### src/rtl/binary_min_heap_queue_unit_macros.svh
// Assertion macros shared by the heap queue modules.
`ifndef BINARY_MIN_HEAP_QUEUE_UNIT_MACROS_SVH
`define BINARY_MIN_HEAP_QUEUE_UNIT_MACROS_SVH
// Implication checked on every clock edge outside reset.
`define BMHQ_ASSERT_IMP(label, clk, rst_n, lhs, rhs) \
    label: assert property (@(posedge clk) disable iff (!rst_n) (lhs) |-> (rhs)) \
        else $error("assertion failed");
// Next-cycle implication checked outside reset.
`define BMHQ_ASSERT_NXT(label, clk, rst_n, lhs, rhs) \
    label: assert property (@(posedge clk) disable iff (!rst_n) (lhs) |=> (rhs)) \
        else $error("assertion failed");
`endif

### src/rtl/bmhq_pkg.sv
// ----------------------------------------------------------------------------
// bmhq_pkg
// Shared types and constants of the binary min-heap queue.
// ----------------------------------------------------------------------------
package bmhq_pkg;
    localparam int unsigned CAPACITY_DEF  = 256;
    localparam int unsigned KEY_WIDTH_DEF = 32;
    localparam int unsigned OUT_KEY_W     = 32;
    localparam int unsigned COUNT_W       = 9;

    typedef enum logic [1:0] {
        ST_OK         = 2'd0,
        ST_POP_EMPTY  = 2'd1,
        ST_INS_FULL   = 2'd2
    } status_t;

    typedef enum logic [1:0] {
        CMD_INSERT = 2'd0,
        CMD_POP    = 2'd1,
        CMD_REJECT = 2'd2
    } cmd_kind_t;

    typedef enum logic [3:0] {
        S_IDLE, S_INS_WR, S_UP_RD, S_UP_CMP, S_POP_RD_LAST, S_POP_WR_ROOT,
        S_DN_RD_L, S_DN_RD_R, S_DN_CMP, S_DN_WR, S_ROOT_RD, S_ROOT_WAIT, S_DONE
    } bk_state_t;
endpackage

### src/rtl/bmhq_front.sv
// ----------------------------------------------------------------------------
// bmhq_front
// Accepts requests, classifies them against the projected count and queues
// them for the back end.
// ----------------------------------------------------------------------------
module bmhq_front #(
    parameter int unsigned CAPACITY  = bmhq_pkg::CAPACITY_DEF,
    parameter int unsigned KEY_WIDTH = bmhq_pkg::KEY_WIDTH_DEF,
    parameter int unsigned CW        = $clog2(CAPACITY + 1)
) (
    input  logic                      clk,
    input  logic                      rst_n,
    input  logic                      in_valid,
    output logic                      in_ready,
    input  logic                      op,
    input  logic [31:0]               key_in,
    output logic                      q_valid,
    input  logic                      q_ready,
    output bmhq_pkg::cmd_kind_t       q_kind,
    output bmhq_pkg::status_t         q_status,
    output logic [KEY_WIDTH-1:0]      q_key
);
    import bmhq_pkg::*;

    logic [CW-1:0]        proj_reg, proj_next;
    logic [1:0]           n_reg, n_next;
    logic                 rp_reg, rp_next, wp_reg, wp_next;
    cmd_kind_t            kind_mem [2];
    status_t              stat_mem [2];
    logic [KEY_WIDTH-1:0] key_mem  [2];
    cmd_kind_t            kind_c;
    status_t              stat_c;
    logic                 acc, deq;

    assign in_ready = (n_reg != 2'd2);
    assign acc      = in_valid && in_ready;
    assign q_valid  = (n_reg != 2'd0);
    assign deq      = q_valid && q_ready;
    assign q_kind   = kind_mem[rp_reg];
    assign q_status = stat_mem[rp_reg];
    assign q_key    = key_mem[rp_reg];

    always_comb
    begin
        kind_c    = CMD_INSERT;
        stat_c    = ST_OK;
        proj_next = proj_reg;
        if (op)
        begin
            if (proj_reg == '0)
            begin
                kind_c = CMD_REJECT;
                stat_c = ST_POP_EMPTY;
            end
            else
            begin
                kind_c = CMD_POP;
                if (acc) proj_next = proj_reg - 1'b1;
            end
        end
        else if (proj_reg == CW'(CAPACITY))
        begin
            kind_c = CMD_REJECT;
            stat_c = ST_INS_FULL;
        end
        else if (acc)
        begin
            proj_next = proj_reg + 1'b1;
        end
        n_next  = n_reg + {1'b0, acc} - {1'b0, deq};
        wp_next = wp_reg ^ acc;
        rp_next = rp_reg ^ deq;
    end

    always_ff @(posedge clk or negedge rst_n)
    begin
        if (!rst_n)
        begin
            proj_reg <= '0;
            n_reg    <= '0;
            rp_reg   <= 1'b0;
            wp_reg   <= 1'b0;
        end
        else
        begin
            proj_reg <= proj_next;
            n_reg    <= n_next;
            rp_reg   <= rp_next;
            wp_reg   <= wp_next;
        end
    end

    always_ff @(posedge clk)
    begin
        if (acc)
        begin
            kind_mem[wp_reg] <= kind_c;
            stat_mem[wp_reg] <= stat_c;
            key_mem[wp_reg]  <= KEY_WIDTH'($signed(key_in));
        end
    end

    `include "binary_min_heap_queue_unit_macros.svh"
    `BMHQ_ASSERT_IMP(a_q_bound, clk, rst_n, 1'b1, n_reg != 2'd3)
    `BMHQ_ASSERT_IMP(a_proj_bound, clk, rst_n, 1'b1, proj_reg <= CW'(CAPACITY))
    `BMHQ_ASSERT_NXT(a_full_stall, clk, rst_n, (n_reg == 2'd2) && !deq, !in_ready)
endmodule

### config.mk
export PLATFORM = sky130hd
export DESIGN_NAME = bmhq_front
export DESIGN_NICKNAME = d
export VERILOG_FILES = /design/src/rtl/bmhq_pkg.sv /design/src/rtl/bmhq_front.sv
export VERILOG_INCLUDE_DIRS = /design/src /design/src/rtl
export SDC_FILE = /design/constraint.sdc
export NUM_CORES = 1
export LEC_CHECK = 0
export ABC_AREA = 0
export BUFFER_PORTS_ARGS = -buffer_cell sky130_fd_sc_hd__buf_4
export CORE_MARGIN = 2
export CORE_UTILIZATION = 40
export CTS_BUF_LIST = sky130_fd_sc_hd__clkbuf_16
export DETAILED_ROUTE_END_ITERATION = 16
export SETUP_SLACK_MARGIN = 0.15
export SYNTH_ARGS = -nofsm -noshare
export SYNTH_HDL_FRONTEND = slang
export SYNTH_SLANG_ARGS = --single-unit
### constraint.sdc
create_clock -name clk -period 3.2 [get_ports clk]
set_input_delay 0.32 -clock clk [delete_from_list [all_inputs] [get_ports clk]]
set_output_delay 0.32 -clock clk [all_outputs]
set_load 0.01 [all_outputs]
# Word level (Yosys, flattened, before mapping)
# Memory sizes are Yosys's and may differ from the RTL's.
# Cells that the tools add are included.
[word_totals]
wordCells = 34
memories = 3
input_bits = 37
output_inout_bits = 38
regBits = 13
ramBits = 72
[classes]
n_addsub = 4
bitwise = 2
n_reduce_logical = 5
mux = 12
n_eq_ne = 4
[memory_table]
columns = ["name", "depth", "width", "rd", "rd_clocked_by_memory_dff", "wr", "line", "text"]
rows = [
  ["key_mem", 2, 32, 1, 0, 1, "bmhq_front.sv:30", "logic [KEY_WIDTH-1:0] key_mem [2];"],
  ["kind_mem", 2, 2, 1, 0, 1, "bmhq_front.sv:28", "cmd_kind_t kind_mem [2];"],
  ["stat_mem", 2, 2, 1, 0, 1, "bmhq_front.sv:29", "status_t stat_mem [2];"],
]
[ops]
columns = ["op", "n"]
rows = [
  ["2-to-1 mux 9 bit", 5],
  ["adder 9 x 1 -> 9 bit (second input constant)", 1],
  ["equality test 9 bit (second input constant)", 1],
  ["logical NOT 9 bit", 1],
  ["subtractor 9 x 1 -> 9 bit (second input constant)", 1],
  ["2-to-1 mux 2 bit", 4],
  ["inequality test 2 bit (second input constant)", 3],
  ["2-to-1 mux 1 bit", 3],
  ["AND reduction 3 bit", 1],
  ["adder 2 x 1 -> 2 bit", 1],
  ["logical AND 1 bit", 2],
  ["nonzero test 2 bit", 1],
  ["subtractor 2 x 1 -> 2 bit", 1],
  ["XOR 1 bit", 2],
]

# Logic depth before layout (Yosys ltp)
[depth]
depth_word = 5
mapped_depth = 7
depth_no_buf = 7

# Least setup slack after synthesis
# No wires, ideal clock.
[synth_path]
path_kind = "register -> register"
startpoint = "register n_reg[1]"
endpoint = "memory key_mem[1][0] (netlist name), enable pin"
t_arrival_ns = 1.668
required_ns = 2.803
setup_ns = 0.397
period_less_slack_ns = 2.065
path_slack_ns = 1.135
path_buffers = 0
path_stages_with_launch = 5
cell_sequence = "dfrtp_1 nand2b_1 nand2_1 inv_1 ha_1"
[synth_between]
elab_chain_cells = 4
[synth_lines]
columns = ["item", "line", "text"]
rows = [
  ["from (decl)", "bmhq_front.sv:26", "logic [1:0] n_reg, n_next;"],
  ["from (signal assigned)", "bmhq_front.sv:87", "n_reg <= n_next;"],
  ["inequality test 2 bit", "bmhq_front.sv:35", "assign in_ready = (n_reg != 2'd2);"],
  ["via in_ready", "bmhq_front.sv:14", "output logic in_ready,"],
  ["logical AND 1 bit", "bmhq_front.sv:36", "assign acc = in_valid && in_ready;"],
  ["2-to-1 mux 1 bit", "bmhq_front.sv:95", "if (acc)"],
  ["2-to-1 mux 1 bit (implied by the code)", "bmhq_front.sv:99", "key_mem[wp_reg] <= KEY_WIDTH'($signed(key_in));"],
  ["to (decl)", "bmhq_front.sv:30", ""],
]
# The timed path passes the listed nets, and every way through them passes these cells.

# Final worst setup path
[layout_path]
startpoint = "register rp_reg"
endpoint = "output q_key[31]"
[layout_between]
elab_chain_cells = 1
[layout_lines]
columns = ["item", "line", "text"]
rows = [
  ["from (decl)", "bmhq_front.sv:27", "logic rp_reg, rp_next, wp_reg, wp_next;"],
  ["from (signal assigned)", "bmhq_front.sv:88", "rp_reg <= rp_next;"],
  ["memory (2 x 32 bit)", "n/a", ""],
  ["to (decl)", "bmhq_front.sv:21", "output logic [KEY_WIDTH-1:0] q_key"],
]
# No other way between the ends.

==> impl_metrics.ini <==
[synth]
synth_nets = 252
ys.warnings.count = 0
ys.flop_type = edfxtp_1
avgSynthCellArea_um2 = 17.2
synth_edf_count = 72
synth_top_area_share = 0.618
ys_types = 30
yosys-top-cells-count = edfxtp_1 (72), mux2_2 (37), dfrtp_1 (13)
async_flop_share = 0.153
ys_seq_area_frac = 0.711
yosys-top-cells-area = edfxtp_1 (62%), mux2_2 (12%), dfrtp_1 (9.3%)
yosys.area.top_type = edfxtp_1
ys_ff_latch = 85
yosysMostFrequentCell = edfxtp_1
synthCells = 203
syn_area_um2 = 3500

[global_routing]
grt_pass1_wl_um = 9570
grt_pass1_vias = 1899
grt_max_degree = 37
overflow = 0
antenna_found_initial = 0
track_usage = 0.129

[sta]
fin_skew_ns = 0.00657
slew_headroom = 0.409
timing.hold.ws_ns = 0.176
drv_slew = 0
period_needed_ns = 2.02
clock.fmax_mhz = 494
rsz0062_at_grt = false
tns_ns = 0
final_hold_viol_count = 0
setup_viol = 0
finalCritPeriodShare = 0.633
tightest_slew_ns = 0.886

[layout]
diodes = 0
largest_reg_flops = 64
synthToLayoutAreaGrowth_pct = 28.7
n_fill_cell = 724
drive_above_1_share = 0.462
fin_area_um2 = 4510
nNetsFinal = 334
multi_input_area_um2 = 972
instances_no_fill = 398
final-seq-area_um2 = 2490

[place]
dp_hpwl_um = 4040
place_inst = 381
place_congestion = 0.748
postPlaceCellArea_um2 = 4170
portBuffers = 74

[floorplanning]
die_area_um2 = 9520
io_pins = 75
die_x_um = 97.6
start_util = 0.407
core_area_um2 = 8590
num_rows = 34
die-height_um = 97.6

[setup_path]
crit_family = buffers and inverters
criticalPathCategory = reg2out
max_stage_delay_ns = 0.43
cp-start-kind = flop
crit_top_cell = buf_4
path_max_fanout = 36
required_ns = 2.88
crit_slowest_cell = buf_4
path_cells = buf_4, mux2_2, buf_4
cp-end-kind = primary output
arrival_ns = 1.70
worst-path-buf-inv = 2

[pwr]
combPwrFrac = 0.354
p_seq_frac = 0.389
switchingPower_mw = 1.27
p_total_mw = 4.27
clkPwrFrac = 0.257
leakage_nw = 1.74
p_int_mw = 3.00
power-per-cell-area_nw_per_um2 = 948
ir_worst_vdd_mv = 0.408
netSwitchingFraction = 0.298

[clock_network]
clk_latency_ns = 0.33
clock_path_buffers = 2
clk_pin_slew_ns = 0.06
cts_buffers = 9
cts_tree = built
root_buffer = clkbuf_16
htree_levels = 3
clock_sinks = 85

[detailed_routing]
antenna_left = 0
drt_iter0_drc = 65
vias = 1936
drc_errors = 0
dr.pass1.iters = 4
routedWlPerCell_um = 15.3
wl_um = 6100
viasPerCell = 4.86

[run_status]
outcome = finished, final reports clean

[min_path]
hp-class = in2reg

[job]
maxCapViolCount = 0
## cell type report
type                       instances  share of cell area
tap                              108              0.0300
inverter                           4             0.00333
clock inverter                     7              0.0217
timing repair buffer              76               0.127
sequential                        85               0.552
clock buffer                       9              0.0500
multi-input combinational        109               0.216
## layout by cell type, fill, tap and decap left out, drive strengths merged, types with 2 or more instances in the layout
cell type	synthesis	layout
edfxtp	72	72
xnor2	5	5
nor3b	2	2
buf	5	75
clkbuf	0	9
mux2	37	37
a21o	2	2
o21ai	11	11
inv	4	6
clkinvlp	0	2
a211oi	2	2
a21oi	5	5
nor4	3	3
ha	11	11
nor3	2	2
o21a	3	3
dfrtp	13	13
xor2	7	7
bufinv	0	2
nand2	8	8
o21bai	3	3
## metal layers
| layer | track usage | wire length [um] |
|---|---|---|
| met5 | 0 | 0 |
| met4 | 0.0417 | 55 |
| met2 | 0.197 | 3000 |
| met1 | 0.180 | 2740 |
| met3 | 0.0381 | 299 |
## kinds of logic after synthesis
group           count (synthesis)  synth area share
xor+xnor                       12            0.0300
fa+ha+maj                      12            0.0450
buf+inv                         9            0.0132
flops                          85             0.711
mux                            37             0.119
compound gates                 27            0.0497
simple gates                   21            0.0325
## power by group through the flow
stage / Combinational [mW] / Sequential (mW) / Clock (mW)
global placement: 1.54 / 1.67 / 0
finish: 1.51 / 1.66 / 1.10
detailed placement: 1.53 / 1.69 / 0
CTS: 1.55 / 1.67 / 1.13
global route: 1.66 / 1.69 / 1.18
floorplan: 1.01 / 1.65 / 0
## timing repair
action	in CTS	in global routing
buffers inserted	0	0
setup endpoints to repair	0	0
hold buffers	1	0
hold endpoints to repair	13	0
gates resized for setup	0	0
## final timing paths
path                                               from                      end  slack, ns  cells after the start
worst min-delay path                          key_in[4]  key_mem[0][4]$_DFFE_PP_       0.18                      1
max in group asynchronous                         rst_n         wp_reg$_DFF_PN0_       2.66                      2
min in group asynchronous                         rst_n  proj_reg[4]$_DFFE_PN0P_       0.37                      2
worst min register to register         rp_reg$_DFF_PN0_         rp_reg$_DFF_PN0_       0.47                      1
worst max-delay path                   rp_reg$_DFF_PN0_                q_key[31]       1.18                      3
worst max register to register  proj_reg[0]$_DFFE_PN0P_  proj_reg[8]$_DFFE_PN0P_       1.20                      6
## through the flow
stage / setup WS (ns) / utilization
floorplan: 1.13 / -
global placement: 1.17 / 0.486
detailed placement: 1.13 / 0.486
CTS: 1.15 / 0.524
global route: 1.03 / 0.524
finish: 1.18 / 0.524
No activity file was read; power rests on OpenSTA's default activity.
